File: src/rtl/core/timed_color_fade_macros.svh
// ----------------------------------------------------------------------------
// Assertion macros shared by the fade block
// Each macro samples on the rising edge of clk and is quiet while rst_n is low.
// ----------------------------------------------------------------------------
`ifndef TIMED_COLOR_FADE_MACROS_SVH
`define TIMED_COLOR_FADE_MACROS_SVH

// Property that must hold at every sampled edge.
`define TCF_ASSERT_ALWAYS(lbl, expr) \
  lbl: assert property (@(posedge clk) disable iff (!rst_n) (expr)) \
    else $error("fade block invariant violated");

// Property whose consequent must hold in the cycle after the antecedent.
`define TCF_ASSERT_NEXT(lbl, ante, cons) \
  lbl: assert property (@(posedge clk) disable iff (!rst_n) (ante) |=> (cons)) \
    else $error("fade block sequence violated");

`endif

File: src/rtl/core/tcf_pkg.sv
// ----------------------------------------------------------------------------
// tcf_pkg
// Types and constants shared by the timed color fade pipeline.
// ----------------------------------------------------------------------------
`default_nettype none

package tcf_pkg;

  localparam int unsigned CHANNEL_BITS_DEF = 16;
  localparam int unsigned TIME_BITS_DEF    = 32;

  // Fade fraction is unsigned Q1.16
  localparam int unsigned FRAC_BITS = 16;
  localparam int unsigned FRAC_W    = FRAC_BITS + 1;
  localparam logic [FRAC_W-1:0] FRAC_ONE = {1'b1, {FRAC_BITS{1'b0}}};

  localparam int unsigned CFG_IDX_W = 2;

  typedef enum logic [2:0] {
    MODE_NONE   = 3'd0,
    MODE_IN     = 3'd1,
    MODE_OUT    = 3'd2,
    MODE_SQ_IN  = 3'd3,
    MODE_SQ_OUT = 3'd4
  } fade_mode_t;

  typedef enum logic [CFG_IDX_W-1:0] {
    REG_FADE_MODE = 2'd0,
    REG_WIN_START = 2'd1,
    REG_WIN_END   = 2'd2
  } cfg_reg_t;

  typedef enum logic [1:0] {
    FS_ZERO = 2'd0,
    FS_ONE  = 2'd1,
    FS_DIV  = 2'd2
  } frac_sel_t;

  typedef struct packed {
    frac_sel_t sel;
    logic      invert;
    logic      squared;
  } fade_ctl_t;

endpackage

`default_nettype wire

File: src/rtl/core/tcf_scale.sv
// ----------------------------------------------------------------------------
// tcf_scale
// Output stage: scale each channel by the final fraction and hold the result.
// ----------------------------------------------------------------------------
`default_nettype none

module tcf_scale
  import tcf_pkg::*;
#(
  parameter int unsigned CHANNEL_BITS = CHANNEL_BITS_DEF
) (
  input  wire logic                      clk,
  input  wire logic                      rst_n,
  input  wire logic                      valid_i,
  output      logic                      ready_o,
  input  wire logic [3*CHANNEL_BITS-1:0] pix_i,
  input  wire logic                      squared_i,
  input  wire logic [FRAC_W-1:0]         frac_i,
  input  wire logic [2*FRAC_W-1:0]       frac_sq_i,
  output      logic                      valid_o,
  input  wire logic                      ready_i,
  output      logic [3*CHANNEL_BITS-1:0] pix_o
);

  localparam int unsigned PW = CHANNEL_BITS + FRAC_W;

  logic                      valid_r;
  logic [3*CHANNEL_BITS-1:0] pix_r, pix_nxt;
  logic [FRAC_W-1:0]         frac;
  logic [PW-1:0]             prod [3];

  assign frac = squared_i ? frac_sq_i[FRAC_BITS +: FRAC_W] : frac_i;

  always_comb begin
    for (int k = 0; k < 3; k++) begin
      prod[k] = PW'(pix_i[k*CHANNEL_BITS +: CHANNEL_BITS]) * PW'(frac);
      pix_nxt[k*CHANNEL_BITS +: CHANNEL_BITS] = prod[k][FRAC_BITS +: CHANNEL_BITS];
    end
  end

  assign ready_o = ~valid_r | ready_i;

  always_ff @(posedge clk) begin
    if (!rst_n) begin
      valid_r <= 1'b0;
    end else if (ready_o) begin
      valid_r <= valid_i;
    end
  end

  always_ff @(posedge clk) begin
    if (ready_o && valid_i) begin
      pix_r <= pix_nxt;
    end
  end

  assign valid_o = valid_r;
  assign pix_o   = pix_r;

endmodule

`default_nettype wire

File: config.mk
export PLATFORM = sky130hd
export DESIGN_NAME = tcf_scale
export DESIGN_NICKNAME = d
export VERILOG_FILES = /design/src/rtl/core/timed_color_fade_macros.svh /design/src/rtl/core/tcf_pkg.sv /design/src/rtl/core/tcf_scale.sv
export SDC_FILE = /design/constraint.sdc
export NUM_CORES = 2
export LEC_CHECK = 0
export BUFFER_PORTS_ARGS = -buffer_cell sky130_fd_sc_hd__buf_2
export CAP_MARGIN = 20
export CORE_ASPECT_RATIO = 0.8
export CORE_MARGIN = 1.5
export CORE_UTILIZATION = 50
export CTS_BUF_LIST = sky130_fd_sc_hd__clkbuf_4 sky130_fd_sc_hd__clkbuf_8
export DETAILED_ROUTE_END_ITERATION = 8
export PLACE_DENSITY = 0.74
export REMOVE_ABC_BUFFERS = 1
export SLEW_MARGIN = 20
export SYNTH_ARGS = -nofsm -noshare
export SYNTH_HDL_FRONTEND = slang
export SYNTH_SLANG_ARGS = --single-unit
File: constraint.sdc
create_clock -name clk -period 18.3 [get_ports clk]
set_input_delay 3.66 -clock clk [delete_from_list [all_inputs] [get_ports clk]]
set_output_delay 3.66 -clock clk [all_outputs]
set_load 0.005 [all_outputs]
### Yosys cells after proc, flatten, opt, wreduce, memory -nomap -nowiden

Index checks and enable logic that the tools add are counted.

| storage, ports and cells | value |
|---|---|
| register bits after elaboration | 49 |
| bits of input ports | 104 |
| output and inout port bits | 50 |
| logic and storage cells | 9 |

| operators by class | value |
|---|---|
| multipliers | 3 |
| muxes and demuxes | 1 |
| bitwise operators | 2 |
| reduce and logical (&&, ||, !) cells | 1 |

Operator list:

| kind | count |
|---|---|
| $mul A16 B17 Y32 | 3 |
| $mux W17 | 1 |
| $logic_and A1 B1 Y1 | 1 |
| $not A1 Y1 | 1 |
| $or A1 B1 Y1 | 1 |

### Logic depth before layout (Yosys ltp)

| logic depth | value |
|---|---|
| depth in word-level cells | 3 |
| gate-level depth with buffers | 27 |

### Worst setup path after synthesis

OpenSTA, ideal clock, no wires.

| timing | value |
|---|---|
| kind | in2reg |
| start point | input port squared_i |
| end point | register pix_r[24] (netlist: pix_o[24]) (data pin) |
| library setup time | 261 ps |
| arrival | 10142 ps |
| setup slack | 7897 ps |
| cell stages on the path | 26 |
| buffers on the path | 4 |
| cell sequence | buf_2 -> buf_1 -> mux2_2 -> clkbuf_1 -> clkbuf_1 -> nand2_1 -> fa_1 -> inv_1 -> fa_1 -> inv_1 -> fa_1 -> inv_1 -> fa_1 -> fa_1 -> inv_1 -> fa_1 -> inv_1 -> ha_1 -> a21oi_2 -> o21ai_1 -> a221o_1 -> a221o_1 -> or2_1 -> a21o_1 -> a21bo_1 -> xor2_1 |

| between the ends | value |
|---|---|
| word-level cells in the longest chain between the ends | 2 |

Ends and longest elaborated chain:

| element | line | RTL |
|---|---|---|
| from (decl) | tcf_scale.sv:17 | `input wire logic squared_i,` |
| $mux W17 | tcf_scale.sv:32 | `assign frac = squared_i ? frac_sq_i[FRAC_BITS +: FRAC_W] : frac_i;` |
| $mul A16 B17 Y32 | tcf_scale.sv:36 | `prod[k] = PW'(pix_i[k*CHANNEL_BITS +: CHANNEL_BITS]) * PW'(frac);` |
| net pix_nxt[24] | tcf_scale.sv:28 | `logic [3*CHANNEL_BITS-1:0] pix_r, pix_nxt;` |
| to (signal assigned) | tcf_scale.sv:53 | `pix_r <= pix_nxt;` |
| to (decl) | tcf_scale.sv:28 |  |

The timed path passes the listed nets, and every way through them passes these cells.
A chain may end at the register's enable or synchronous reset.

### Worst setup path in the final report

| timing | value |
|---|---|
| start point | input port squared_i |
| end point | register pix_r[42] (netlist: pix_o[42]) (data pin) |

The elaborated chain is that of the path after synthesis.

==> results.py <==
metrics = {
    "outcome": {
        "status": "completed",
    },
    "routing": {
        "firstDrtPassIters": 6,
        "routed_wl_mm": 63.4,
        "drc_errors": 0,
        "dr.first_iter.drc_count": 1169,
        "antenna_left": 0,
        "via_count": 19400,
        "wl_per_cell_um": 17.2,
        "via_per_inst": 5.25,
    },
    "cts": {
        "clk_pin_slew_worst_paths_ps": 100,
        "worstSkewPairLatency_ps": 430,
        "cts_buffers": 5,
        "clock-sinks": 49,
        "cts.path.max_buffers": 2,
        "cts_tree": "done",
        "root_buffer": "clkbuf_8",
        "cts_hold_buf": 0,
        "htree_levels": 2,
        "cts_setup_buffers": 0,
        "post_cts_resize_count": 0,
    },
    "timing": {
        "max_slew_margin": 0.476,
        "worst_pin_slew_ps": 775,
        "setup_tns_ps": 0,
        "rsz0062_at_grt": "false",
        "fin_crit_sh": 0.586,
        "fmax_mhz": 93.3,
        "setup_viol": 0,
        "hold_viol": 0,
        "skew_ps": 45.6,
        "slew_violations": 0,
        "post-route-min-period_ps": 10710,
    },
    "layout": {
        "instances_no_fill": 3691,
        "layout_common_cells": "inv_1 (699), fa_1 (618), nand2_1 (457), and2_1 (377), ha_1 (294)",
        "fin_nets": 4004,
        "final_common_cell": "inv_1",
        "fillers": 4915,
        "area_delta_synth_final_pct": 4.59,
        "final_layout_size_suffix_gt1_frac": 0.0622,
        "diodes": 0,
    },
    "yosys": {
        "synth-simple-area-share": 0.168,
        "yosys.area.top_type": "fa_1",
        "netlist_instances": 2971,
        "synth_area_leaders": "fa_1 (46%), ha_1 (14%), inv_1 (9.7%)",
        "synth-compound-area-share": 0.0398,
        "synth_top_family_by_area": "adder cells",
        "yosysWarnings": 0,
        "ys_ff_latch": 49,
        "synth_cell_types": 57,
        "synth_flop_cell": "edfxtp_1",
        "synth_edf_count": 48,
        "yosys-mux-area-fraction": 0.00707,
        "ys_async_sr_fraction": 0,
        "synth_top_area_frac": 0.457,
        "synth_adder_area_share": 0.593,
        "avgSynthCellArea_um2": 9.11,
        "ys_seq_area_frac": 0.0540,
        "synth_area_um2": 27100,
        "synth_xor_area_frac": 0.0210,
    },
    "placed_design": {
        "gp_congestion": 0.900,
        "post-place-cells": 3683,
        "numPortBuffers": 136,
        "hpwl_mm": 46.5,
    },
    "floorplanning": {
        "io_pins": 154,
        "die_h_um": 211,
        "coreArea_um2": 53600,
        "dieArea_um2": 55600,
        "chipWidth_um": 263,
        "placementRows": 76,
        "start_util": 0.505,
    },
    "worst_hold_path": {
        "holdCritPathClass": "flop to flop",
    },
    "worst_setup_path": {
        "crit_required_ps": 18450,
        "crit_type": "primary input to flop",
        "crit_fanout": 48,
        "arrival_ps": 10860,
        "end_kind": "flop",
        "worst_setup_path_start_kind": "primary input",
    },
    "global_routing": {
        "grt_first_pass_wirelength_mm": 108,
        "grt_overflow": 0,
        "grt_max_degree": 49,
        "grt_usage": 0.246,
        "grt_pass1_vias": 20800,
        "antenna_found_initial": 3,
    },
    "run": {
        "maxCapViolations": 0,
    },
}
cell usage after synthesis, types with 2 or more instances:
cell	number
fa_1	618
nand2_1	457
nand2b_1	3
buf_1	7
o31ai_1	2
or2_1	2
o2111ai_1	4
o21ai_0	10
nor2_1	17
nand4_1	6
o21ai_1	9
and2_1	378
nand3b_1	2
a31oi_1	13
a21o_1	35
nand3_1	25
xnor2_1	42
a211oi_1	6
a221o_1	2
xor2_1	23
buf_2	2
a21oi_1	51
clkbuf_1	135
inv_1	699
a311oi_1	2
and3_1	12
nor3_1	7
nor4_1	2
a21oi_2	2
a41oi_1	2
nor2b_1	4
ha_1	294
o21bai_1	8
a221oi_1	3
mux2_2	17
or3_1	2
edfxtp_1	48
sequential cells by signal, summed over array words and instances, names as in the netlist:
register  count
valid_o       1
pix_o        48
path summary, 6_finish.rpt:
kind,from,slack (ps),to,cells past startpoint
worst min register to register,valid_o,530,valid_o,2
worst max-delay path,squared_i,7590,pix_o[42],23
worst min-delay path,valid_o,530,valid_o,2
worst max register to register,valid_o,16790,pix_o[9],3
critical path, cell delays in order:
cell      delay [ps]
buf_2            400
mux2_2           390
buf_4            340
and2_1           290
fa_1             540
inv_1             50
fa_1             470
fa_1             520
inv_1             60
fa_1             480
fa_1             490
inv_1             50
fa_1             480
inv_1             50
ha_1             280
a211oi_1         250
nor2_1            80
nor4_1           550
a21boi_1         300
a211o_2          420
a211oi_1         410
o31ai_1          140
xnor2_1          130
final cells by class:
cell class / instances / area [um2] / share of cell area
flip-flops and latches: 49 / 1460 / 0.0516
well taps: 702 / 878 / 0.0310
repair buffers: 154 / 816 / 0.0288
clock inverters: 2 / 13.8 / 0.000486
clock buffers: 6 / 76.3 / 0.00270
multi-input cells: 2079 / 22400 / 0.793
inverters: 699 / 2620 / 0.0927
per-stage QoR:
stage / worst slack (ps) / area (um2) / utilization / hold WS [ps]
after floorplan: 8540 / 26500 / - / 537
after global routing: 7350 / 28300 / 0.528 / 566
after detailed placement: 7180 / 28200 / 0.526 / 521
after global placement: 7250 / 28200 / 0.526 / 507
final: 7590 / 28300 / 0.528 / 532
after CTS: 7590 / 28300 / 0.528 / 536
routing by layer:
metal,share of wire,routed length (um),global-route usage
met5,0.00044,28,0
met2,0.47,29500,0.403
met1,0.45,28800,0.352
met3,0.066,4170,0.0333
met4,0.014,904,0.0460
cells by family after synthesis:
family / count (synthesis)
xor+xnor: 65
flops: 49
fa+ha+maj: 912
buf+inv: 843
simple gates: 922
mux: 17
compound gates: 163
Power is left out: the tool's default activity adds up to more than one toggle a clock period on the data nets, which glitch-free logic cannot reach.
