$ cat src/rtl/core/timed_color_fade_macros.svh
// ----------------------------------------------------------------------------
// Assertion macros shared by the fade block
// Each macro samples on the rising edge of clk and is quiet while rst_n is low.
// ----------------------------------------------------------------------------
`ifndef TIMED_COLOR_FADE_MACROS_SVH
`define TIMED_COLOR_FADE_MACROS_SVH

// Property that must hold at every sampled edge.
`define TCF_ASSERT_ALWAYS(lbl, expr) \
  lbl: assert property (@(posedge clk) disable iff (!rst_n) (expr)) \
    else $error("fade block invariant violated");

// Property whose consequent must hold in the cycle after the antecedent.
`define TCF_ASSERT_NEXT(lbl, ante, cons) \
  lbl: assert property (@(posedge clk) disable iff (!rst_n) (ante) |=> (cons)) \
    else $error("fade block sequence violated");

`endif

$ cat src/rtl/core/tcf_pkg.sv
// ----------------------------------------------------------------------------
// tcf_pkg
// Types and constants shared by the timed color fade pipeline.
// ----------------------------------------------------------------------------
`default_nettype none

package tcf_pkg;

  localparam int unsigned CHANNEL_BITS_DEF = 16;
  localparam int unsigned TIME_BITS_DEF    = 32;

  // Fade fraction is unsigned Q1.16
  localparam int unsigned FRAC_BITS = 16;
  localparam int unsigned FRAC_W    = FRAC_BITS + 1;
  localparam logic [FRAC_W-1:0] FRAC_ONE = {1'b1, {FRAC_BITS{1'b0}}};

  localparam int unsigned CFG_IDX_W = 2;

  typedef enum logic [2:0] {
    MODE_NONE   = 3'd0,
    MODE_IN     = 3'd1,
    MODE_OUT    = 3'd2,
    MODE_SQ_IN  = 3'd3,
    MODE_SQ_OUT = 3'd4
  } fade_mode_t;

  typedef enum logic [CFG_IDX_W-1:0] {
    REG_FADE_MODE = 2'd0,
    REG_WIN_START = 2'd1,
    REG_WIN_END   = 2'd2
  } cfg_reg_t;

  typedef enum logic [1:0] {
    FS_ZERO = 2'd0,
    FS_ONE  = 2'd1,
    FS_DIV  = 2'd2
  } frac_sel_t;

  typedef struct packed {
    frac_sel_t sel;
    logic      invert;
    logic      squared;
  } fade_ctl_t;

endpackage

`default_nettype wire

$ cat src/rtl/core/tcf_div_step.sv
// ----------------------------------------------------------------------------
// tcf_div_step
// One registered quotient bit of the fraction divider, num * 2^16 / den.
// ----------------------------------------------------------------------------
`default_nettype none

module tcf_div_step
  import tcf_pkg::*;
#(
  parameter int unsigned CHANNEL_BITS = CHANNEL_BITS_DEF,
  parameter int unsigned TIME_BITS    = TIME_BITS_DEF
) (
  input  wire logic                      clk,
  input  wire logic                      rst_n,
  input  wire logic                      valid_i,
  output      logic                      ready_o,
  input  wire logic [3*CHANNEL_BITS-1:0] pix_i,
  input  wire fade_ctl_t                 ctl_i,
  input  wire logic [TIME_BITS-1:0]      rem_i,
  input  wire logic [TIME_BITS-1:0]      den_i,
  input  wire logic [FRAC_BITS-1:0]      quo_i,
  output      logic                      valid_o,
  input  wire logic                      ready_i,
  output      logic [3*CHANNEL_BITS-1:0] pix_o,
  output      fade_ctl_t                 ctl_o,
  output      logic [TIME_BITS-1:0]      rem_o,
  output      logic [TIME_BITS-1:0]      den_o,
  output      logic [FRAC_BITS-1:0]      quo_o
);

  logic                      valid_r;
  logic [3*CHANNEL_BITS-1:0] pix_r;
  fade_ctl_t                 ctl_r;
  logic [TIME_BITS-1:0]      rem_r, den_r, rem_nxt, gap;
  logic [FRAC_BITS-1:0]      quo_r;
  logic                      take;

  // Compare against den - rem so 2*rem never has to be formed when it would overflow
  assign gap     = den_i - rem_i;
  assign take    = rem_i >= gap;
  assign rem_nxt = take ? (rem_i - gap) : {rem_i[TIME_BITS-2:0], 1'b0};

  assign ready_o = ~valid_r | ready_i;

  always_ff @(posedge clk) begin
    if (!rst_n) begin
      valid_r <= 1'b0;
    end else if (ready_o) begin
      valid_r <= valid_i;
    end
  end

  always_ff @(posedge clk) begin
    if (ready_o && valid_i) begin
      pix_r <= pix_i;
      ctl_r <= ctl_i;
      rem_r <= rem_nxt;
      den_r <= den_i;
      quo_r <= {quo_i[FRAC_BITS-2:0], take};
    end
  end

  assign valid_o = valid_r;
  assign pix_o   = pix_r;
  assign ctl_o   = ctl_r;
  assign rem_o   = rem_r;
  assign den_o   = den_r;
  assign quo_o   = quo_r;

endmodule

`default_nettype wire

$ cat config.mk
export PLATFORM = sky130hd
export DESIGN_NAME = tcf_div_step
export DESIGN_NICKNAME = d
export VERILOG_FILES = /design/src/rtl/core/timed_color_fade_macros.svh /design/src/rtl/core/tcf_pkg.sv /design/src/rtl/core/tcf_div_step.sv
export SDC_FILE = /design/constraint.sdc
export NUM_CORES = 1
export LEC_CHECK = 0
export ABC_AREA = 1
export BUFFER_PORTS_ARGS = -buffer_cell sky130_fd_sc_hd__clkbuf_2
export CORE_MARGIN = 3
export CORE_UTILIZATION = 54
export CTS_BUF_LIST = sky130_fd_sc_hd__clkbuf_4
export CTS_CLUSTER_SIZE = 14
export DETAILED_ROUTE_END_ITERATION = 7
export GPL_TIMING_DRIVEN = 0
export PLACE_DENSITY_LB_ADDON = 0.3
export SETUP_SLACK_MARGIN = 0.5
export SLEW_MARGIN = 30
export SYNTH_ARGS = -nofsm -noshare
export SYNTH_HDL_FRONTEND = slang
export SYNTH_SLANG_ARGS = --single-unit
$ cat constraint.sdc
create_clock -name clk -period 10.36 [get_ports clk]
set_input_delay 2.072 -clock clk [delete_from_list [all_inputs] [get_ports clk]]
set_output_delay 2.072 -clock clk [all_outputs]
set_load 0.03 [all_outputs]
Yosys cells after proc, flatten, opt, wreduce, memory -nomap -nowiden
Cells that the tools add are included.

storage, ports and cells
  flip-flop bits (word level) = 133
  input port bits = 136
  logic and storage cells = 16

cells by class
  add/subtract/negate cells = 2
  order comparisons = 1
  multiplexer cells = 1
  bitwise gates (word level) = 2
  reduce and logical (&&, ||, !) cells = 1

operators with widths
  cell                  number
  subtractor 32 bit     2
  >= comparator 32 bit  1
  2-to-1 mux 32 bit     1
  logical AND 1 bit     1
  inverter 1 bit        1
  bitwise OR 1 bit      1

Logic depth before layout (Yosys ltp)
  word-level depth = 3
  gate-level depth with buffers = 27
  depth with buffers taken out = 26

Worst setup path before layout
Ideal clock, no wire load.

  kind = input to register
  start = in valid_i
  end = reg ctl_r (netlist bit ctl_o[0]) (enable)
  library setup time = 0.667 ns
  data arrival time = 8.464 ns
  required time = 9.693 ns
  path slack = 1.229 ns
  stages on the path = 2
  buffers on the path = 0
  path through = inv_1 -> a21oi_1

between the ends
  longest elaborated chain between the ends = 1

ends and longest elaborated chain
  what                  RTL line            RTL
  start, declared       tcf_div_step.sv:15  input wire logic valid_i,
  logical AND 1 bit     tcf_div_step.sv:54  if (ready_o && valid_i) begin
  end signal, assigned  tcf_div_step.sv:56  ctl_r <= ctl_i;
  end, declared         tcf_div_step.sv:33  fade_ctl_t ctl_r;

Every way passes these cells.
A chain may end at the register's enable or synchronous reset.

Final worst setup path
  start = in den_i[0]
  end = reg rem_r[23] (netlist: rem_o[23]) (data pin)

between the ends
  longest elaborated chain between the ends = 3
  elaborated cells between the ends (all ways) = 4

ends and longest elaborated chain
  what                                                              RTL line                                RTL
  start, declared                                                   tcf_div_step.sv:20                      input wire logic [TIME_BITS-1:0] den_i,
  subtractor 32 bit *                                               tcf_div_step.sv:39                      assign gap = den_i - rem_i;
  subtractor 32 bit / >= comparator 32 bit (equally long branches)  tcf_div_step.sv:41, tcf_div_step.sv:40
  2-to-1 mux 32 bit *                                               tcf_div_step.sv:41                      assign rem_nxt = take ? (rem_i - gap) : {rem_i[TIME_BITS-2:0], 1'b0};
  net rem_nxt[23]                                                   tcf_div_step.sv:34                      logic [TIME_BITS-1:0] rem_r, den_r, rem_nxt, gap;
  end signal, assigned                                              tcf_div_step.sv:57                      rem_r <= rem_nxt;
  end, declared                                                     tcf_div_step.sv:34

The timed path passes the listed nets; every way through them passes the cells marked *.

==> impl_metrics.toml <==
[worst_setup_path]
reg2reg_depth = 5
crit-reg2reg-capture = "rem_o[24]"
required_ns = 10.69
r2r_setup_slack_ns = 8.21
path_max_fanout = 10
start_kind = "input port"
r2r-start = "valid_o"
cp.arrival_ns = 5.46
endpoint_kind = "flip-flop"
crit_type = "input port to flip-flop"

[cts]
cts_tree = "yes"
post_cts_resized = 0
cts_inserted_buffers = 17
cts_setup_buffers = 0
root_buffer = "clkbuf_4"
h-tree-depth = 4
clock-sinks = 133
clkLatencyLatePin_ns = 0.57
clockBufferDepth = 2
postCtsHoldBufs = 0
path_clk_slew_ns = 0.14

[final_layout]
final.fill_count = 1432
drive_gt1_share_pct = 23.1
seq_area_mm2 = 0.00398
stdcell_area_mm2 = 0.0110
multi_input_area_mm2 = 0.00419
syn_to_final_growth_pct = 22.7
layout.nets = 1624

[pwr]
ir_worst_vdd_mv = 0.0773
powerDensity_mw_per_mm2 = 163
p_leak_nw = 5.72
finalPower_mw = 1.79

[place]
portBuffers = 268
gp_congestion = 0.959
dp_hpwl_um = 22400
place_area_mm2 = 0.0107

[floorplanning]
initial_utilization_pct = 55.7
die_w_um = 135
core_area_mm2 = 0.0161
fp.dieH_um = 135
dieArea_mm2 = 0.0181
row_count = 46
boundaryPins = 270

[timing]
worst_pin_slew_ns = 0.765
final_max_slew_viol_count = 0
fin_crit_ns = 5.13
finalSetupViolations = 0
finalCritPeriodShare_pct = 49.5
rsz0062_at_grt = "no"
finalHoldViolCount = 0
relSlewSlack_pct = 48.9
holdWs_ns = 0.588
clock_skew_ns = 0.0211
fmaxAchievable_mhz = 195

[outcome]
outcome = "finished clean"

[yosys]
netlist_instances = 1130
synth.area.top_cells = "edfxtp_1 44%, nand2_1 16%, ha_1 8.8%"
synth_commonest_cells = "390 x nand2_1, 186 x inv_1, 132 x edfxtp_1"
synth.most_common_cell = "nand2_1"
yosysWarnings = 0
synthFlopType = "edfxtp_1"
yosysTopAreaCellShare_pct = 44.3
syn_nets = 1331
netlist_area_mm2 = 0.00894
synth_top_area_cell = "edfxtp_1"
avgSynthCellArea_um2 = 7.91
synthDistinctLibCells = 34
async_reset_ff_share_pct = 0
ys_ff_latch = 133
synth_edf_count = 132
ys_seq_area_share_pct = 44.5

[drt]
viasPerCell = 5.16
num_vias = 8529
drt_first_pass_iters = 5
drtIter0Drc = 499
drc = 0
drt.antenna.violating_nets = 0
avgRoutedWirePerCell_um = 15.9
wirelength_um = 26300

[grt]
gr-total-overflow = 0
grt_usage_pct = 28.9
grt_antenna_before_repair = 1
met3_usage_pct = 6.52
grt_util_met1_pct = 35.8
grt_start_max_net_pins = 24
busiest_layer = "met2"
met2_usage_pct = 50.2
grt_pass1_vias = 8161
grt_pass1_wl_um = 40300

[min_path]
hold_start = "valid_o"
min_path_cells = 2
holdCritPathClass = "flip-flop to flip-flop"
hold-path-endpoint = "valid_o"

[run]
maxCapViolations = 0
worst max-delay path by stage:
| stage | startpoint | to | slack, ns | cells past startpoint |
|---|---|---|---|---|
| global route | den_i[0] | rem_o[26] | 4.95 | 26 |
| CTS | den_i[0] | rem_o[26] | 5.32 | 25 |
| floorplan | valid_i | ctl_o[0] | 1.23 | 2 |
| detailed placement | den_i[0] | rem_o[23] | 4.70 | 25 |
| finish | den_i[0] | rem_o[23] | 5.23 | 25 |
| global placement | valid_i | den_o[27] | -0.98 | 3 |
layout by cell type, fill, tap and decap left out, types with 6 or more instances in the layout:
cell type and instances:
nand2_1 390, clkbuf_2 268, inv_1 186, edfxtp_1 132, nor2_1 86, ha_1 63
nand3_1 59, a21oi_1 58, o21ai_0 22, o21ai_1 21, xor2_1 20, clkbuf_4 17
xnor2_1 16, nand4_1 14, nand3b_1 9, nor3_1 7, a21o_1 6
metal layers:
metal	up-vias	wire length [µm]
met5	-	0
met4	0	681
met3	51	1980
met2	339	12900
met1	3874	10700
li1	4265	-
power breakdown:
group | leakage (nW) | internal [mW] | switching (mW)
Clock | 0.142 | 0.105 | 0.231
Sequential | 1.29 | 0.659 | 0.0129
Combinational | 4.29 | 0.253 | 0.532
Total | 5.72 | 1.02 | 0.776
worst max-delay path, stage by stage:
cell and delay, ns:
clkbuf_2 0.11, inv_1 0.05, ha_1 0.17, inv_1 0.09, fa_1 0.31, nand2_1 0.07
nand2_1 0.08, nand2_1 0.10, o21ai_1 0.27, nand2_1 0.09, nand2_1 0.15, nand4_1 0.16
nand3b_1 0.13, nand2_1 0.06, ha_1 0.39, nand2_1 0.14, nor2_1 0.19, nand2_1 0.12
nor3_2 0.13, nand2_2 0.09, nand2_4 0.13, inv_2 0.09, buf_6 0.15, nand2_1 0.05
nand2_1 0.05
layout make-up:
cell class | count | area share (%)
Multi-Input combinational cell | 801 | 38.2
Sequential cell | 133 | 36.3
Clock inverter | 15 | 1.28
Clock buffer | 17 | 1.16
Antenna cell | 1 | 0.0228
Tap cell | 216 | 2.46
Buffer | 6 | 0.581
Timing Repair Buffer | 274 | 13.5
Inverter | 190 | 6.50
metrics by stage:
step | std cells | setup slack [ns] | setup TNS (ns) | utilization [%]
final | 1653 | 5.23 | 0 | 68.4
after global routing | 1653 | 4.95 | 0 | 68.4
after CTS | 1652 | 5.32 | 0 | 68.3
after detailed placement | 1620 | 4.70 | 0 | 66.7
after global placement | 1614 | -0.975 | -126.73 | 65.7
after floorplan | 1130 | 1.23 | 0 | -
state kept, by name, summed over array words and instances, names as in the netlist:
register,cells
ctl_o,4
den_o,32
pix_o,48
quo_o,16
rem_o,32
valid_o,1
logic make-up (layout without fill, tap and decap cells):
family,Yosys count,in the layout,synth area share [%]
flops,133,133,44.5
buf+inv,196,502,8.69
simple gates,581,581,26.8
fa+ha+maj,65,65,9.26
xor+xnor,36,36,3.53
other cells,0,1,0
compound gates,119,119,7.16
Power figures use the tool's default switching activity.
