**config.mk**
```make
export PLATFORM = sky130hd
export DESIGN_NAME = tcf_shape
export DESIGN_NICKNAME = d
export VERILOG_FILES = /design/src/rtl/core/timed_color_fade_macros.svh /design/src/rtl/core/tcf_pkg.sv /design/src/rtl/core/tcf_shape.sv
export SDC_FILE = /design/constraint.sdc
export NUM_CORES = 1
export LEC_CHECK = 0
export ABC_AREA = 1
export BUFFER_PORTS_ARGS = -buffer_cell sky130_fd_sc_hd__clkbuf_2
export CORE_AREA = 2 2 143 180
export DETAILED_ROUTE_END_ITERATION = 7
export DIE_AREA = 0 0 145 182
export GPL_TIMING_DRIVEN = 0
export PLACE_DENSITY = 0.69
export SYNTH_ARGS = -nofsm -noshare
export SYNTH_HDL_FRONTEND = slang
export SYNTH_SLANG_ARGS = --single-unit
export TNS_END_PERCENT = 30
```
**constraint.sdc**
```tcl
create_clock -name clk -period 23.1 [get_ports clk]
set_input_delay 5.775 -clock clk [delete_from_list [all_inputs] [get_ports clk]]
set_output_delay 5.775 -clock clk [all_outputs]
set_load 0.005 [all_outputs]
```
**src/rtl/core/timed_color_fade_macros.svh**
```systemverilog
// ----------------------------------------------------------------------------
// Assertion macros shared by the fade block
// Each macro samples on the rising edge of clk and is quiet while rst_n is low.
// ----------------------------------------------------------------------------
`ifndef TIMED_COLOR_FADE_MACROS_SVH
`define TIMED_COLOR_FADE_MACROS_SVH

// Property that must hold at every sampled edge.
`define TCF_ASSERT_ALWAYS(lbl, expr) \
  lbl: assert property (@(posedge clk) disable iff (!rst_n) (expr)) \
    else $error("fade block invariant violated");

// Property whose consequent must hold in the cycle after the antecedent.
`define TCF_ASSERT_NEXT(lbl, ante, cons) \
  lbl: assert property (@(posedge clk) disable iff (!rst_n) (ante) |=> (cons)) \
    else $error("fade block sequence violated");

`endif

```
**src/rtl/core/tcf_pkg.sv**
```systemverilog
// ----------------------------------------------------------------------------
// tcf_pkg
// Types and constants shared by the timed color fade pipeline.
// ----------------------------------------------------------------------------
`default_nettype none

package tcf_pkg;

  localparam int unsigned CHANNEL_BITS_DEF = 16;
  localparam int unsigned TIME_BITS_DEF    = 32;

  // Fade fraction is unsigned Q1.16
  localparam int unsigned FRAC_BITS = 16;
  localparam int unsigned FRAC_W    = FRAC_BITS + 1;
  localparam logic [FRAC_W-1:0] FRAC_ONE = {1'b1, {FRAC_BITS{1'b0}}};

  localparam int unsigned CFG_IDX_W = 2;

  typedef enum logic [2:0] {
    MODE_NONE   = 3'd0,
    MODE_IN     = 3'd1,
    MODE_OUT    = 3'd2,
    MODE_SQ_IN  = 3'd3,
    MODE_SQ_OUT = 3'd4
  } fade_mode_t;

  typedef enum logic [CFG_IDX_W-1:0] {
    REG_FADE_MODE = 2'd0,
    REG_WIN_START = 2'd1,
    REG_WIN_END   = 2'd2
  } cfg_reg_t;

  typedef enum logic [1:0] {
    FS_ZERO = 2'd0,
    FS_ONE  = 2'd1,
    FS_DIV  = 2'd2
  } frac_sel_t;

  typedef struct packed {
    frac_sel_t sel;
    logic      invert;
    logic      squared;
  } fade_ctl_t;

endpackage

`default_nettype wire

```
**src/rtl/core/tcf_shape.sv**
```systemverilog
// ----------------------------------------------------------------------------
// tcf_shape
// Pick the fraction, apply fade-out complement, and form its square.
// ----------------------------------------------------------------------------
`default_nettype none

module tcf_shape
  import tcf_pkg::*;
#(
  parameter int unsigned CHANNEL_BITS = CHANNEL_BITS_DEF
) (
  input  wire logic                      clk,
  input  wire logic                      rst_n,
  input  wire logic                      valid_i,
  output      logic                      ready_o,
  input  wire logic [3*CHANNEL_BITS-1:0] pix_i,
  input  wire fade_ctl_t                 ctl_i,
  input  wire logic [FRAC_BITS-1:0]      quo_i,
  output      logic                      valid_o,
  input  wire logic                      ready_i,
  output      logic [3*CHANNEL_BITS-1:0] pix_o,
  output      logic                      squared_o,
  output      logic [FRAC_W-1:0]         frac_o,
  output      logic [2*FRAC_W-1:0]       frac_sq_o
);

  logic                      valid_r;
  logic [3*CHANNEL_BITS-1:0] pix_r;
  logic                      squared_r;
  logic [FRAC_W-1:0]         frac_r, frac_nxt, quo_ext;
  logic [2*FRAC_W-1:0]       frac_sq_r;

  assign quo_ext = {1'b0, quo_i};

  always_comb begin
    unique case (ctl_i.sel)
      FS_ZERO: frac_nxt = '0;
      FS_ONE:  frac_nxt = FRAC_ONE;
      FS_DIV:  frac_nxt = ctl_i.invert ? (FRAC_ONE - quo_ext) : quo_ext;
      default: frac_nxt = '0;
    endcase
  end

  assign ready_o = ~valid_r | ready_i;

  always_ff @(posedge clk) begin
    if (!rst_n) begin
      valid_r <= 1'b0;
    end else if (ready_o) begin
      valid_r <= valid_i;
    end
  end

  always_ff @(posedge clk) begin
    if (ready_o && valid_i) begin
      pix_r     <= pix_i;
      squared_r <= ctl_i.squared;
      frac_r    <= frac_nxt;
      frac_sq_r <= frac_nxt * frac_nxt;
    end
  end

  assign valid_o   = valid_r;
  assign pix_o     = pix_r;
  assign squared_o = squared_r;
  assign frac_o    = frac_r;
  assign frac_sq_o = frac_sq_r;

endmodule

`default_nettype wire

```
[Word level (Yosys, flattened, before mapping)]
Index checks and enable logic that the tools add are counted.
Word-level totals
  input port bits: 72
  output and inout bits: 102
  word-level logic and storage cells: 14
  register bits after elaboration: 101
Operators by class
  bitwise logic cells: 2
  mux-type cells: 2
  multipliers: 1
  reduce and logical (&&, ||, !) cells: 1
  $add $sub $neg: 1
  equality and inequality tests: 2
Operator list (count)
  multiplier 17 x 17 -> 34 bit: 1
  case mux 17 bit (2 select lines): 1
  2-to-1 mux 17 bit: 1
  subtractor 17 x 16 -> 17 bit, first input constant: 1
  == test 2 x 1 -> 1 bit, second input constant: 1
  == test 2 bit, second input constant: 1
  logical AND 1 bit: 1
  NOT 1 bit: 1
  OR 1 bit: 1

[Logic depth before layout (Yosys ltp)]
  depth after elaboration: 4
  depth in mapped cells: 34
  mapped depth without buffers: 33

[Worst setup path before layout]
Ideal clock, no wire load.
  path kind: input-to-output
  start: input port ready_i
  end: output port ready_o
  path buffers: 0
  arrival time: 5.883 ns
  path slack: 11.442 ns
  data required time: 17.325 ns
  cell stages on the path: 2
  cell sequence: inv_1 nand2_1
Between the ends
  word-level cells in the longest chain between the ends: 1
RTL lines
  start: declaration: line tcf_shape.sv:20  | input wire logic ready_i,
  OR 1 bit: line tcf_shape.sv:44  | assign ready_o = ~valid_r | ready_i;
  end: declaration: line tcf_shape.sv:15  | output logic ready_o,
No other way between the ends.

[Worst setup path in the final report]
  start: input port quo_i[0]
  end: register frac_sq_r[28], in the netlist frac_sq_o[28], data pin
Between the ends
  word-level cells in the longest chain between the ends: 4
RTL lines
  start: declaration: line tcf_shape.sv:18  | input wire logic [FRAC_BITS-1:0] quo_i,
  subtractor 17 x 16 -> 17 bit: line tcf_shape.sv:39  | FS_DIV: frac_nxt = ctl_i.invert ? (FRAC_ONE - quo_ext) : quo_ext;
  2-to-1 mux 17 bit: line tcf_shape.sv:39
  case mux 17 bit (2 select lines): line tcf_shape.sv:36  | unique case (ctl_i.sel)
  named net frac_nxt[6]: line tcf_shape.sv:30  | logic [FRAC_W-1:0] frac_r, frac_nxt, quo_ext;
  multiplier 17 x 17 -> 34 bit: line tcf_shape.sv:59  | frac_sq_r <= frac_nxt * frac_nxt;
  end signal: assignment: line tcf_shape.sv:59
  end: declaration: line tcf_shape.sv:31  | logic [2*FRAC_W-1:0] frac_sq_r;
The timed path passes the listed nets, and every way through them passes these cells.
A chain may end at the register's enable or synchronous reset.

==> impl_metrics.tcl <==
set metrics [dict create \
    slew_headroom_pct 45.6 \
    area_delta_synth_final_pct 13.5 \
    path_cells "clkbuf_2 -> inv_1 -> ha_1 -> nand3_2 -> and3_1 -> nor3_4 -> inv_4 -> nor2_1 -> fa_1 -> fa_1 -> fa_1 -> fa_1 -> fa_1 -> inv_1 -> fa_1 -> inv_1 -> ha_1 -> a21oi_1 -> a21boi_0 -> o21ai_0 -> nand2_1 -> nand3_1 -> xor2_1" \
    grt_pass1_wl_um 47400 \
    rsz0062_at_grt "no" \
    worst_path_max_delay_cell "nor3_4" \
    setup_viol 0 \
    period_needed_ns 12.35 \
    cts_tree "built" \
    cp.arrival_ns 12.48 \
    cts_resized 0 \
    grtUsageTotal_pct 23.1 \
    synth_top_area_share_pct 31.3 \
    status "complete, no violations" \
    tightest_slew_ns 0.815 \
    cap_violations 0 \
    drt_iter0_drc 508 \
    worstPathRequired_ns 23.22 \
    fin_crit_sh_pct 53.5 \
    ys_async_sr_fraction_pct 0 \
    final_common_cell "inv_1" \
    wl_per_cell_um 15.6 \
    grt_pass1_vias 9591 \
    cp_common_cell "fa_1" \
    synth_top_area_cell "fa_1" \
    drc 0 \
    n_fill_cell 2256 \
    gp_congestion 0.907 \
    dpl.hpwl_um 23800 \
    syn_nets 1659 \
    path_class "input port to flop" \
    irDropWorstVdd_mv 0.0298 \
    worstPathMaxFanout 10 \
    vias 9041 \
    clockBufferDepth 2 \
    clock_skew_ns 0.0112 \
    viasPerCell 4.98 \
    netlist_area_sq_um 12200 \
    endpoint_kind "flop" \
    setup.worst_path.start_class "input port" \
    power_leakage_nw 7.31 \
    postCtsSetupRepairBufs 0 \
    rows 65 \
    placed_cells 1799 \
    stdcell_count 1815 \
    final_hold_viol_count 0 \
    first_pass_iters 5 \
    clk_pin_slew_worst_paths_ns 0.08 \
    htree_num_levels 3 \
    die_w_um 145 \
    synth_warnings 0 \
    diodes 0 \
    yosysSeqAreaShare_pct 24.4 \
    synth_edf_count 98 \
    critical-path-max-stage-delay_ns 0.59 \
    die_y_um 182 \
    cts.sinks 99 \
    synthFlopType "edfxtp_1" \
    antenna_found_initial 0 \
    grt_overflow 0 \
    hp-class "flop to flop" \
    io_buffers 171 \
    core-area_sq_um 24800 \
    cts_buffers 9 \
    yosysUniqueCellTypes 41 \
    start_util_pct 49.0 \
    power_density_nw_per_um2 32.7 \
    r2r_slack_ns 21.07 \
    avgSynthCellArea_sq_um 9.43 \
    antenna_left 0 \
    mostFrequentLayoutCells "324 x inv_1, 196 x nand2_1, 190 x fa_1" \
    io_pins 174 \
    die-area_sq_um 26400 \
    clkLatencyLatePin_ns 0.37 \
    routed_wl_um 28400 \
    finalNetCount 1844 \
    maxSlewViolCount 0 \
    synth_area_leaders "fa_1 31%, edfxtp_1 24%, ha_1 11%, inv_1 10%, nand2_1 6.0%" \
    drive_gt1_share_pct 17.8 \
    ys_ff_latch 99 \
    tns_ns 0 \
    max_freq_ghz 0.0810 \
    cts_hold_buf 0 \
    synthCells 1290 \
    root_buffer "clkbuf_16" \
    grt_max_degree 28 \
]
[power breakdown]
part | switching, W | internal [W]
combinational | 0.0000546 | 0.0000339
clock | 0.0000727 | 0.0000760
sequential | 0.00000299 | 0.000212
[cell usage after synthesis (2+ instances only)]
library cell / number
nand3_1: 34
xor2_1: 23
buf_4: 5
nand2_1: 196
nor3_1: 6
clkbuf_1: 3
nor2_4: 12
nand2_2: 8
nor3_4: 2
a21oi_1: 36
nor2_1: 137
edfxtp_1: 98
nand3b_1: 2
inv_2: 10
nand4_1: 13
fa_1: 190
buf_2: 8
ha_1: 107
inv_1: 324
o21ai_0: 16
o21bai_1: 8
nand3_2: 8
nor2_2: 6
a21boi_0: 4
a31oi_1: 2
inv_4: 2
and3_1: 2
xnor2_1: 5
buf_6: 5
a21o_1: 7
[layer usage]
metal	routed length, um	track usage [%]
met3	1840	4.30
met4	985	8.83
met5	0	0
met2	14700	42.3
met1	10800	26.8
[final cells by class]
| class | count | area [sq um] | share of cell area, % |
|---|---|---|---|
| plain buffers | 21 | 145 | 1.05 |
| clock buffers | 9 | 225 | 1.63 |
| clock inverters | 7 | 70.1 | 0.507 |
| inverters | 336 | 1270 | 9.17 |
| multi-input cells | 834 | 7800 | 56.5 |
| flip-flops and latches | 99 | 2960 | 21.5 |
| well taps | 335 | 419 | 3.04 |
| repair buffers | 174 | 916 | 6.63 |
[critical path, delay by kind of cell]
| kind | cells | cell delay [ns] |
|---|---|---|
| adders and majority gates | 8 | 3.72 |
| buffers and inverters | 5 | 0.59 |
| xor gates and xnor gates | 1 | 0.17 |
| and+or+nand+nor | 6 | 1.43 |
| AOI/OAI and AO/OA | 3 | 0.77 |
[stage by stage]
stage | setup WS (ns) | total power, W | instance area [sq um] | hold WS [ns] | utilization, %
detailed placement | 10.44 | 0.000308 | 13500 | 0.559 | 54.5
CTS | 10.83 | 0.000459 | 13800 | 0.567 | 55.7
finish | 10.75 | 0.000452 | 13800 | 0.569 | 55.7
global placement | 9.74 | 0.000307 | 13400 | 0.494 | 54.2
global route | 10.49 | 0.000475 | 13800 | 0.602 | 55.7
floorplan | 11.44 | 0.000270 | 12200 | 0.523 | -
[flip-flops by register name, indices dropped and copies added (netlist names)]
| register | cells |
|---|---|
| pix_o | 48 |
| frac_sq_o | 32 |
| frac_o | 17 |
| squared_o | 1 |
| valid_o | 1 |
[worst paths after layout]
kind	start	depth (start not counted)	to
max	quo_i[0]	23	frac_sq_o[28]$_DFFE_PP_
min	valid_o$_SDFFE_PN0N_	2	valid_o$_SDFFE_PN0N_
max reg2reg	valid_o$_SDFFE_PN0N_	4	frac_sq_o[16]$_DFFE_PP_
min reg2reg	valid_o$_SDFFE_PN0N_	2	valid_o$_SDFFE_PN0N_
[cells by family (layout without fill, tap and decap cells)]
logic type | after synthesis | after routing | synth area share, %
buf+inv | 357 | 547 | 11.6
xor+xnor | 28 | 28 | 2.02
simple gates | 432 | 432 | 16.1
other cells | 1 | 1 | 0.0308
fa+ha+maj | 297 | 297 | 42.3
flops | 99 | 99 | 24.4
compound gates | 76 | 76 | 3.60
Note: power is estimated with default switching activity, not from simulation.
