==> config.mk <==
export PLATFORM = sky130hd
export DESIGN_NAME = tcf_window
export DESIGN_NICKNAME = d
export VERILOG_FILES = /design/src/rtl/core/timed_color_fade_macros.svh /design/src/rtl/core/tcf_pkg.sv /design/src/rtl/core/tcf_window.sv
export SDC_FILE = /design/constraint.sdc
export NUM_CORES = 1
export LEC_CHECK = 0
export ABC_AREA = 0
export BUFFER_PORTS_ARGS = -buffer_cell sky130_fd_sc_hd__buf_2
export CORE_ASPECT_RATIO = 0.6
export CORE_MARGIN = 2
export CORE_UTILIZATION = 55
export CTS_CLUSTER_SIZE = 12
export DETAILED_ROUTE_END_ITERATION = 6
export PLACE_DENSITY = 0.87
export SYNTH_ARGS = -nofsm -noshare
export SYNTH_HDL_FRONTEND = slang
export SYNTH_SLANG_ARGS = --single-unit
export TNS_END_PERCENT = 5
==> constraint.sdc <==
create_clock -name clk -period 9.04 [get_ports clk]
set_input_delay 0.904 -clock clk [delete_from_list [all_inputs] [get_ports clk]]
set_output_delay 0.904 -clock clk [all_outputs]
set_load 0.02 [all_outputs]
==> src/rtl/core/timed_color_fade_macros.svh <==
// ----------------------------------------------------------------------------
// Assertion macros shared by the fade block
// Each macro samples on the rising edge of clk and is quiet while rst_n is low.
// ----------------------------------------------------------------------------
`ifndef TIMED_COLOR_FADE_MACROS_SVH
`define TIMED_COLOR_FADE_MACROS_SVH

// Property that must hold at every sampled edge.
`define TCF_ASSERT_ALWAYS(lbl, expr) \
  lbl: assert property (@(posedge clk) disable iff (!rst_n) (expr)) \
    else $error("fade block invariant violated");

// Property whose consequent must hold in the cycle after the antecedent.
`define TCF_ASSERT_NEXT(lbl, ante, cons) \
  lbl: assert property (@(posedge clk) disable iff (!rst_n) (ante) |=> (cons)) \
    else $error("fade block sequence violated");

`endif

==> src/rtl/core/tcf_pkg.sv <==
// ----------------------------------------------------------------------------
// tcf_pkg
// Types and constants shared by the timed color fade pipeline.
// ----------------------------------------------------------------------------
`default_nettype none

package tcf_pkg;

  localparam int unsigned CHANNEL_BITS_DEF = 16;
  localparam int unsigned TIME_BITS_DEF    = 32;

  // Fade fraction is unsigned Q1.16
  localparam int unsigned FRAC_BITS = 16;
  localparam int unsigned FRAC_W    = FRAC_BITS + 1;
  localparam logic [FRAC_W-1:0] FRAC_ONE = {1'b1, {FRAC_BITS{1'b0}}};

  localparam int unsigned CFG_IDX_W = 2;

  typedef enum logic [2:0] {
    MODE_NONE   = 3'd0,
    MODE_IN     = 3'd1,
    MODE_OUT    = 3'd2,
    MODE_SQ_IN  = 3'd3,
    MODE_SQ_OUT = 3'd4
  } fade_mode_t;

  typedef enum logic [CFG_IDX_W-1:0] {
    REG_FADE_MODE = 2'd0,
    REG_WIN_START = 2'd1,
    REG_WIN_END   = 2'd2
  } cfg_reg_t;

  typedef enum logic [1:0] {
    FS_ZERO = 2'd0,
    FS_ONE  = 2'd1,
    FS_DIV  = 2'd2
  } frac_sel_t;

  typedef struct packed {
    frac_sel_t sel;
    logic      invert;
    logic      squared;
  } fade_ctl_t;

endpackage

`default_nettype wire

==> src/rtl/core/tcf_window.sv <==
// ----------------------------------------------------------------------------
// tcf_window
// Entry stage: decode mode, place the time against the window, form divider inputs.
// ----------------------------------------------------------------------------
`default_nettype none

module tcf_window
  import tcf_pkg::*;
#(
  parameter int unsigned CHANNEL_BITS = CHANNEL_BITS_DEF,
  parameter int unsigned TIME_BITS    = TIME_BITS_DEF
) (
  input  wire logic                      clk,
  input  wire logic                      rst_n,
  input  wire logic [2:0]                mode_i,
  input  wire logic [TIME_BITS-1:0]      win_start_i,
  input  wire logic [TIME_BITS-1:0]      win_end_i,
  input  wire logic                      valid_i,
  output      logic                      ready_o,
  input  wire logic [3*CHANNEL_BITS-1:0] pix_i,
  input  wire logic [TIME_BITS-1:0]      now_i,
  output      logic                      valid_o,
  input  wire logic                      ready_i,
  output      logic [3*CHANNEL_BITS-1:0] pix_o,
  output      fade_ctl_t                 ctl_o,
  output      logic [TIME_BITS-1:0]      num_o,
  output      logic [TIME_BITS-1:0]      den_o
);

  logic                      valid_r;
  logic [3*CHANNEL_BITS-1:0] pix_r;
  fade_ctl_t                 ctl_r, ctl_nxt;
  logic [TIME_BITS-1:0]      num_r, den_r;
  logic                      active, fade_in, squared;
  logic                      before_win, after_win;

  always_comb begin
    active  = 1'b1;
    fade_in = 1'b1;
    squared = 1'b0;
    unique case (mode_i)
      MODE_IN:     begin fade_in = 1'b1; squared = 1'b0; end
      MODE_OUT:    begin fade_in = 1'b0; squared = 1'b0; end
      MODE_SQ_IN:  begin fade_in = 1'b1; squared = 1'b1; end
      MODE_SQ_OUT: begin fade_in = 1'b0; squared = 1'b1; end
      default:     active = 1'b0;
    endcase
  end

  assign before_win = now_i < win_start_i;
  assign after_win  = now_i >= win_end_i;

  always_comb begin
    ctl_nxt.invert  = ~fade_in;
    ctl_nxt.squared = squared;
    priority if (!active) begin
      ctl_nxt.sel = FS_ONE;
    end else if (before_win) begin
      ctl_nxt.sel = fade_in ? FS_ZERO : FS_ONE;
    end else if (after_win) begin
      ctl_nxt.sel = fade_in ? FS_ONE : FS_ZERO;
    end else begin
      ctl_nxt.sel = FS_DIV;
    end
  end

  assign ready_o = ~valid_r | ready_i;

  always_ff @(posedge clk) begin
    if (!rst_n) begin
      valid_r <= 1'b0;
    end else if (ready_o) begin
      valid_r <= valid_i;
    end
  end

  always_ff @(posedge clk) begin
    if (ready_o && valid_i) begin
      pix_r <= pix_i;
      ctl_r <= ctl_nxt;
      num_r <= now_i - win_start_i;
      den_r <= win_end_i - win_start_i;
    end
  end

  assign valid_o = valid_r;
  assign pix_o   = pix_r;
  assign ctl_o   = ctl_r;
  assign num_o   = num_r;
  assign den_o   = den_r;

endmodule

`default_nettype wire

== Yosys cells after proc, flatten, opt, wreduce, memory -nomap -nowiden ==
Cells that the tools add are included.
Storage, ports and cells
  bits in registers: 117
  bits in latches: 0
  bits in writable memories: 0
  memory bits (read-only): 0
  input bits: 151
  output and inout port bits: 118
  word-level logic and storage cells: 27
  memories: 0
Operators by class
  add/sub/neg operators: 2
  $mul: 0
  div/mod/pow operators: 0
  $lt $le $gt $ge: 2
  equal/unequal tests: 4
  shift-type cells: 0
  mux-type cells: 6
  bitwise operators: 2
  reductions and logical operators: 4
Operator list (count)
  32-bit subtractor: 2
  32-bit greater-or-equal comparator: 1
  32-bit < comparator: 1
  3-bit by 2-bit equality test with 1-bit output (second input constant): 2
  1-bit two-way mux: 4
  2-bit two-way mux: 2
  2-bit OR reduction: 2
  4-bit OR reduction: 1
  3-bit by 1-bit equality test with 1-bit output (second input constant): 1
  3-bit equality test (second input constant): 1
  1-bit logical AND: 1
  1-bit NOT: 1
  1-bit bitwise OR: 1

== Depth between registers and ports, before layout ==
Gate-level depths: netlist of the first run.
  depth after elaboration: 5
  depth in mapped cells: 12
  depth with buffers taken out: 12

== Worst setup path before layout of the first run ==
Ideal clock, no wire load.
  kind: in2reg
  from: input ready_i
  to: register ctl_r (netlist bit ctl_o[0]), enable pin
  setup time: 488 ps
  arrival time: 3872 ps
  data required time: 8552 ps
  setup slack: 4680 ps
  stages on the path: 2
  path buffers: 0
  cell sequence: nand2b_1 and2_1
On the way
  longest elaborated chain between the ends: 2
RTL lines
  start, declared: RTL line tcf_window.sv:23  | input wire logic ready_i,
  1-bit bitwise OR: RTL line tcf_window.sv:67  | assign ready_o = ~valid_r | ready_i;
  1-bit logical AND: RTL line tcf_window.sv:78  | if (ready_o && valid_i) begin
  end signal, assigned: RTL line tcf_window.sv:80  | ctl_r <= ctl_nxt;
  end, declared: RTL line tcf_window.sv:32  | fade_ctl_t ctl_r, ctl_nxt;
No other way between the ends.
A chain may end at the register's enable or synchronous reset.

== Worst setup path in the final report of the first run ==
  from: input win_start_i[1]
  to: register den_r[31] (netlist: den_o[31]) (data pin)
On the way
  longest elaborated chain between the ends: 1
RTL lines
  start, declared: RTL line tcf_window.sv:16  | input wire logic [TIME_BITS-1:0] win_start_i,
  32-bit subtractor: RTL line tcf_window.sv:82  | den_r <= win_end_i - win_start_i;
  end signal, assigned: RTL line tcf_window.sv:82
  end, declared: RTL line tcf_window.sv:33  | logic [TIME_BITS-1:0] num_r, den_r;
No other way between the ends.

==> impl_metrics.csv, run 1 <==
group,metric,value,unit
global_routing,grt_max_degree,71,
timing,tightest_slew,851,ps
timing,hold_violations,0,
place,dp_hpwl,17400,um
global_routing,track_usage,28.4,%
outcome,status,"complete, no violations",
clocking,cts_root_buf,"clkbuf_16",
global_routing,grt_util_met2,40.9,%
clocking,post_cts_buffers,0,
synth,synth_ff_type,"edfxtp_1",
pwr,power,1.82,mW
synth,synth_most_common_cell,"edfxtp_1",
clocking,clockBufferDepth,2,
critical_path,rr_worst_depth,3,
synth,yosysTopAreaCellShare,44.9,%
die,die_x,157,um
clocking,path_clk_slew,70,ps
routing,viasPerCell,5.63,
global_routing,grtUsageMet3,7.20,%
clocking,cts_tree,"built",
timing,max_clock_freq,0.309,GHz
synth,syn-cell-area,7750,sq um
synth,synth_top_area_cell,"edfxtp_1",
clocking,hold_buffers,0,
clocking,clkSinkCount,117,
synth,synthTopCellsByArea,"edfxtp_1 45%, ha_1 15%, xnor2_1 4.3%",
worst_hold_path,min_to,"valid_o$_SDFFE_PN0N_",
worst_hold_path,hp-class,"reg -> reg",
clocking,cts_max_level,4,
die,die_h,96.0,um
pwr,p_per_area,184,nW/um^2
critical_path,r2r_start,"valid_o$_SDFFE_PN0N_",
critical_path,worstSetupEndpointType,"flop",
pwr,ir_worst_vdd,0.117,mV
die,ioPinCount,269,
synth,seq_area_frac_synth,45.2,%
die,num_rows,33,
timing,slew_viol_final,0,
critical_path,setup.worst_path.start_class,"primary input",
place,io_buffer_count,268,
global_routing,grt_pass1_wl,32500,um
timing,finalSetupTns,0,ps
critical_path,critPathKind,"in -> reg",
pwr,p_leak,4.75,nW
run,cap_violations,0,
synth,yosys-top-cells-count,"116 x edfxtp_1, 95 x ha_1, 84 x inv_1",
synth,synth_edf_count,116,
worst_hold_path,worstHoldPathCells,2,
clocking,clk_latency,410,ps
synth,synthArstFlopShare,0,%
routing,vias,6880,
critical_path,cp.required,9190,ps
timing,period_share,35.7,%
critical_path,arrival,3390,ps
timing,fin_skew,9.93,ps
worst_hold_path,hp-start,"valid_o$_SDFFE_PN0N_",
die,die_area,15100,sq um
global_routing,grt.busiest_layer,"met1",
routing,dr.first_iter.drc_count,516,
routing,postRouteAntennaNets,0,
global_routing,grt.met1_usage,43.0,%
clocking,cts_buffers,17,
synth,syn_inst,735,
timing,layout_setup_ws,5810,ps
synth,synth_nets,983,
place,routabilityCongestion,0.999,
routing,avgRoutedWirePerCell,17.9,um
global_routing,grt_pass1_vias,6158,
routing,drtPass1Iterations,5,
critical_path,crit_fanout,4,
synth,ys_ff_latch,117,
clocking,post_cts_resized,0,
global_routing,antenna_found_initial,3,
routing,wl,21900,um
layout,drive_above_1_share,30.6,%
critical_path,r2r-end,"num_o[13]$_DFFE_PP_",
layout,fillers,1037,
layout,syn_to_final_growth,27.5,%
synth,avgSynthCellArea,10.6,sq um
timing,layout_min_cycle_time,3230,ps
timing,setup_viol,0,
synth,synth_cell_types,55,
timing,maxSlewHeadroom,43.3,%
global_routing,gr-total-overflow,0,
die,initial_core_util,56.6,%
die,core_region_area,13700,sq um
timing,grt_setup_unrepaired,"no",
routing,drcViolationCount,0,
place,place_ws,5410,ps
critical_path,r2r_slack,6860,ps
synth,ys_warn_count,0,
layout,nets,1262,
[layout make-up]
class	instances	area (sq um)	area share, %
antenna	2	5.00	0.0506
clock buffer	18	429	4.34
clock inverter	14	141	1.43
inverter	84	315	3.19
multi-input combinational	525	3900	39.5
sequential	117	3500	35.4
tap	192	240	2.43
timing repair buffer	269	1350	13.6
[worst max-delay path: stages]
cell,delay [ps]
buf_2,140
inv_1,80
ha_1,280
nor2b_1,150
o31a_1,280
o31ai_1,270
a21oi_1,140
o22a_2,260
a31o_2,290
a2111oi_2,290
o31ai_1,140
xnor2_1,140
[how the worst max path moves through the flow]
| stage | from | endpoint | slack, ps |
|---|---|---|---|
| floorplan | ready_i | ctl_o[0]$_DFFE_PP_ | 4680 |
| global placement | win_start_i[1] | den_o[31]$_DFFE_PP_ | 5420 |
| detailed placement | win_start_i[1] | den_o[31]$_DFFE_PP_ | 5410 |
| CTS | win_start_i[1] | den_o[31]$_DFFE_PP_ | 5830 |
| global route | win_end_i[0] | den_o[30]$_DFFE_PP_ | 5630 |
| finish | win_start_i[1] | den_o[31]$_DFFE_PP_ | 5810 |
[logic make-up (layout without fill, tap and decap cells)]
family	after synthesis	after routing	share of synthesized area, %
fa+ha+maj	97	97	15.8
compound gates	219	219	18.8
xor+xnor	49	49	5.53
flops	117	117	45.2
other cells	0	2	0
buf+inv	93	385	4.52
simple gates	159	159	10.0
mux	1	1	0.129
[per-stage QoR]
stage	std cells	area, sq um	hold slack, ps	util [%]
final	1221	9890	539	72.1
after global routing	1219	9880	582	72.1
after CTS	1219	9880	547	72.1
after detailed placement	1187	9310	538	67.9
after global placement	1187	9310	515	67.9
after floorplan	735	7750	750	-
[power breakdown]
group          internal [mW]  switching [mW]  total (mW)
Clock                  0.387           0.273       0.660
Combinational          0.185           0.290       0.475
Sequential             0.670          0.0145       0.685
[state kept, by name, summed over array words and instances, names as in the netlist]
| name | count |
|---|---|
| ctl_o | 4 |
| den_o | 32 |
| valid_o | 1 |
| num_o | 32 |
| pix_o | 48 |
[per-layer routing]
layer / vias up / wire length (um)
met5: - / 33
met1: 3214 / 10300
met2: 349 / 9250
met4: 6 / 197
met3: 29 / 2130
li1: 3282 / -
[placed cells by master (no fill, tap or decap), types with 7 or more instances in the layout]
master	n
xnor2_1	38
a21o_1	38
inv_1	84
ha_1	95
nand4_1	8
a21oi_1	65
xor2_1	11
clkbuf_16	17
inv_6	7
nand2_1	36
nor2_1	46
nand3_1	17
buf_2	268
o21a_1	15
and3_1	9
edfxtp_1	116
nor2b_1	11
a211oi_1	9
nor3_1	8
o21ai_0	35
No activity file was read; power rests on OpenSTA's default activity.
==> run 2: changes to the inputs <==
--- a/config.mk
+++ b/config.mk
@@ -5,14 +5,14 @@
 export SDC_FILE = /design/constraint.sdc
 export NUM_CORES = 1
 export LEC_CHECK = 0
-export ABC_AREA = 0
+export ABC_AREA = 1
 export BUFFER_PORTS_ARGS = -buffer_cell sky130_fd_sc_hd__buf_2
 export CORE_ASPECT_RATIO = 0.6
 export CORE_MARGIN = 2
-export CORE_UTILIZATION = 55
+export CORE_UTILIZATION = 48
 export CTS_CLUSTER_SIZE = 12
 export DETAILED_ROUTE_END_ITERATION = 6
-export PLACE_DENSITY = 0.87
+export PLACE_DENSITY = 0.79
 export SYNTH_ARGS = -nofsm -noshare
 export SYNTH_HDL_FRONTEND = slang
 export SYNTH_SLANG_ARGS = --single-unit
==> constraint.sdc (replaced) <==
create_clock -name clk -period 2.7 [get_ports clk]
set_input_delay 0.27 -clock clk [delete_from_list [all_inputs] [get_ports clk]]
set_output_delay 0.27 -clock clk [all_outputs]
set_load 0.02 [all_outputs]
==> impl_metrics.csv, run 2 <==
group,metric,value,unit
die,core_region_area,17400,sq um
timing,period_share,68.6,%
global_routing,antenna_found_initial,4,
timing,layout_min_cycle_time,1850,ps
clocking,cts_max_level,4,
synth,yosysTopAreaCellShare,40.2,%
routing,postRouteAntennaNets,0,
worst_hold_path,hp-class,"in -> reg",
timing,setup_viol,0,
routing,wl_met1,12600,um
critical_path,cp.required,2870,ps
layout,final_util,62.8,%
layout,final_common_cell,"nand2_1",
place,routabilityCongestion,1.01,
timing,grt_setup_unrepaired,"no",
die,num_rows,37,
critical_path,cp_cell_sequence,"buf_2 -> ha_1 -> fa_1 -> inv_1 -> nand3_1 -> nand2_1 -> nand2_1 -> nand2_2 -> nand2_1 -> nand2_2 -> nand2_1 -> nand3_1 -> nand2_1 -> inv_1 -> nand2_1",
critical_path,setup.worst_path.start_class,"primary input",
pwr,intPower,4.11,mW
synth,syn-cell-area,8660,sq um
pwr,power_frac_seq,36.7,%
layout,nets,1612,
die,die_area,19200,sq um
layout,largest_reg_flops,48,
pwr,p_sw_share,34.0,%
routing,dr.first_iter.drc_count,701,
clocking,clk_latency,420,ps
synth,synth_most_common_cell,"nand2_1",
routing,drcViolationCount,0,
global_routing,grt_max_degree,67,
critical_path,crit_fanout,3,
synth,synth_cell_types,31,
timing,hold_violations,0,
layout,drive_above_1_share,25.2,%
clocking,cts_buffers,17,
critical_path,max_stage_delay,450,ps
synth,ys_warn_count,0,
routing,viasPerCell,5.17,
routing,wl_met2,11400,um
clocking,hold_buffers,0,
timing,slew_viol_final,0,
critical_path,cp_slowest_cell,"fa_1",
global_routing,grt_pass1_wl,40300,um
global_routing,grt_pass1_vias,7725,
global_routing,gr-total-overflow,0,
place,dp_hpwl,22000,um
clocking,cts_root_buf,"clkbuf_16",
die,die_x,177,um
critical_path,worstSetupEndpointType,"flop",
synth,syn_inst,1073,
synth,avgSynthCellArea,8.07,sq um
synth,synth_nets,1321,
die,initial_core_util,49.8,%
pwr,ir_worst_vdd,0.417,mV
layout,syn_to_final_growth,26.1,%
synth,synth_edf_count,116,
synth,ys_ff_latch,117,
routing,avgRoutedWirePerCell,16.3,um
global_routing,track_usage,27.5,%
pwr,power,6.22,mW
timing,maxSlewHeadroom,68.6,%
clocking,cts_tree,"built",
clocking,post_cts_buffers,0,
critical_path,r2r_slack,1240,ps
critical_path,arrival,2020,ps
layout,fillers,1571,
critical_path,worst_path_most_repeated_cell,"nand2_1",
routing,vias,8356,
routing,highest_layer,"met4",
clocking,post_cts_resized,0,
outcome,status,"complete, no violations",
die,ioPinCount,269,
synth,yosys-top-cells-count,"299 x nand2_1, 162 x inv_1, 116 x edfxtp_1",
synth,synth_top_area_cell,"edfxtp_1",
pwr,p_sw,2.11,mW
synth,seq_area_frac_synth,40.4,%
synth,synthTopCellsByArea,"edfxtp_1 40%, ha_1 14%, nand2_1 13%",
critical_path,critPathKind,"in -> reg",
timing,max_clock_freq,0.540,GHz
timing,fin_skew,10.4,ps
place,io_buffer_count,268,
timing,finalSetupTns,0,ps
routing,drtPass1Iterations,5,
pwr,pwr-share-clk,35.3,%
pwr,p_leak,5.58,nW
synth,synthArstFlopShare,0,%
layout,layout_common_cells,"299 x nand2_1, 268 x buf_2, 162 x inv_1",
pwr,p_per_area,570,nW/um^2
clocking,clkSinkCount,117,
run,cap_violations,0,
die,die_h,108,um
routing,wl_met3,2110,um
routing,wl,26400,um
clocking,clockBufferDepth,2,
pwr,pwr-share-comb,28.0,%
synth,synth_ff_type,"edfxtp_1",
clocking,path_clk_slew,60,ps
timing,tightest_slew,471,ps
[run 2: cell types whose count changed after synthesis, moves of 23 or more]
| cell | previous run | this run |
|---|---|---|
| inv_1 | 84 | 162 |
| nand3_1 | 17 | 52 |
| xnor2_1 | 38 | 4 |
| a21o_1 | 38 | 8 |
| nand2_1 | 36 | 299 |
| nor2_1 | 46 | 100 |
| xor2_1 | 11 | 34 |
[run 2: power groups by stage]
stage	registers [mW]	logic, mW	clock network [mW]
floorplan	2.55	0.899	0
global placement	2.31	1.69	0
detailed placement	2.32	1.71	0
CTS	2.29	1.72	2.23
global route	2.30	1.93	2.30
finish	2.28	1.74	2.20
[run 2: critical path: cells and delay by family]
kind / cells / cell delay (ps)
buffers and inverters: 3 / 290
adder cells (fa/ha/maj): 2 / 670
AND/OR/NAND/NOR: 10 / 770
[run 2: worst paths after layout]
kind,from,to,cells past startpoint
max reg2reg,valid_o$_SDFFE_PN0N_,num_o[8]$_DFFE_PP_,2
min,pix_i[18],pix_o[18]$_DFFE_PP_,1
max,win_start_i[0],ctl_o[2]$_SDFFCE_PP1P_,15
min reg2reg,valid_o$_SDFFE_PN0N_,valid_o$_SDFFE_PN0N_,2
[run 2: final cells by class]
| cell class | instances | area [sq um] | share of cell area [%] |
|---|---|---|---|
| antenna | 4 | 10.0 | 0.0916 |
| clock buffer | 19 | 433 | 3.96 |
| clock inverter | 13 | 125 | 1.15 |
| inverter | 165 | 619 | 5.67 |
| multi-input combinational | 791 | 4550 | 41.7 |
| sequential | 117 | 3510 | 32.1 |
| tap | 234 | 293 | 2.68 |
| timing repair buffer | 272 | 1380 | 12.7 |
[run 2: per-layer routing]
| metal | track usage, % | vias to the layer above |
|---|---|---|
| met5 | 0 | - |
| met4 | 4.80 | 0 |
| met3 | 5.31 | 29 |
| met2 | 41.6 | 349 |
| met1 | 41.5 | 3822 |
| li1 | - | 4156 |
[run 2: stage by stage]
step                      setup slack, ps  cell area [sq um]  hold slack (ps)  instances
after CTS                             852              10900             16.6       1611
after global routing                  724              10900             9.63       1615
after global placement                493              10400              446       1579
after floorplan                     -59.7               8680              369       1073
after detailed placement              477              10400              448       1579
final                                 849              10900             24.3       1615
[run 2: kinds of logic after synthesis]
family | Yosys count | synth area share, %
AND/OR/NAND/NOR | 512 | 25.2
buffers and inverters | 165 | 7.15
AO/OA/AOI/OAI | 144 | 9.14
flip-flops | 117 | 40.4
adder cells (fa/ha/maj) | 97 | 14.2
XOR/XNOR | 38 | 3.84
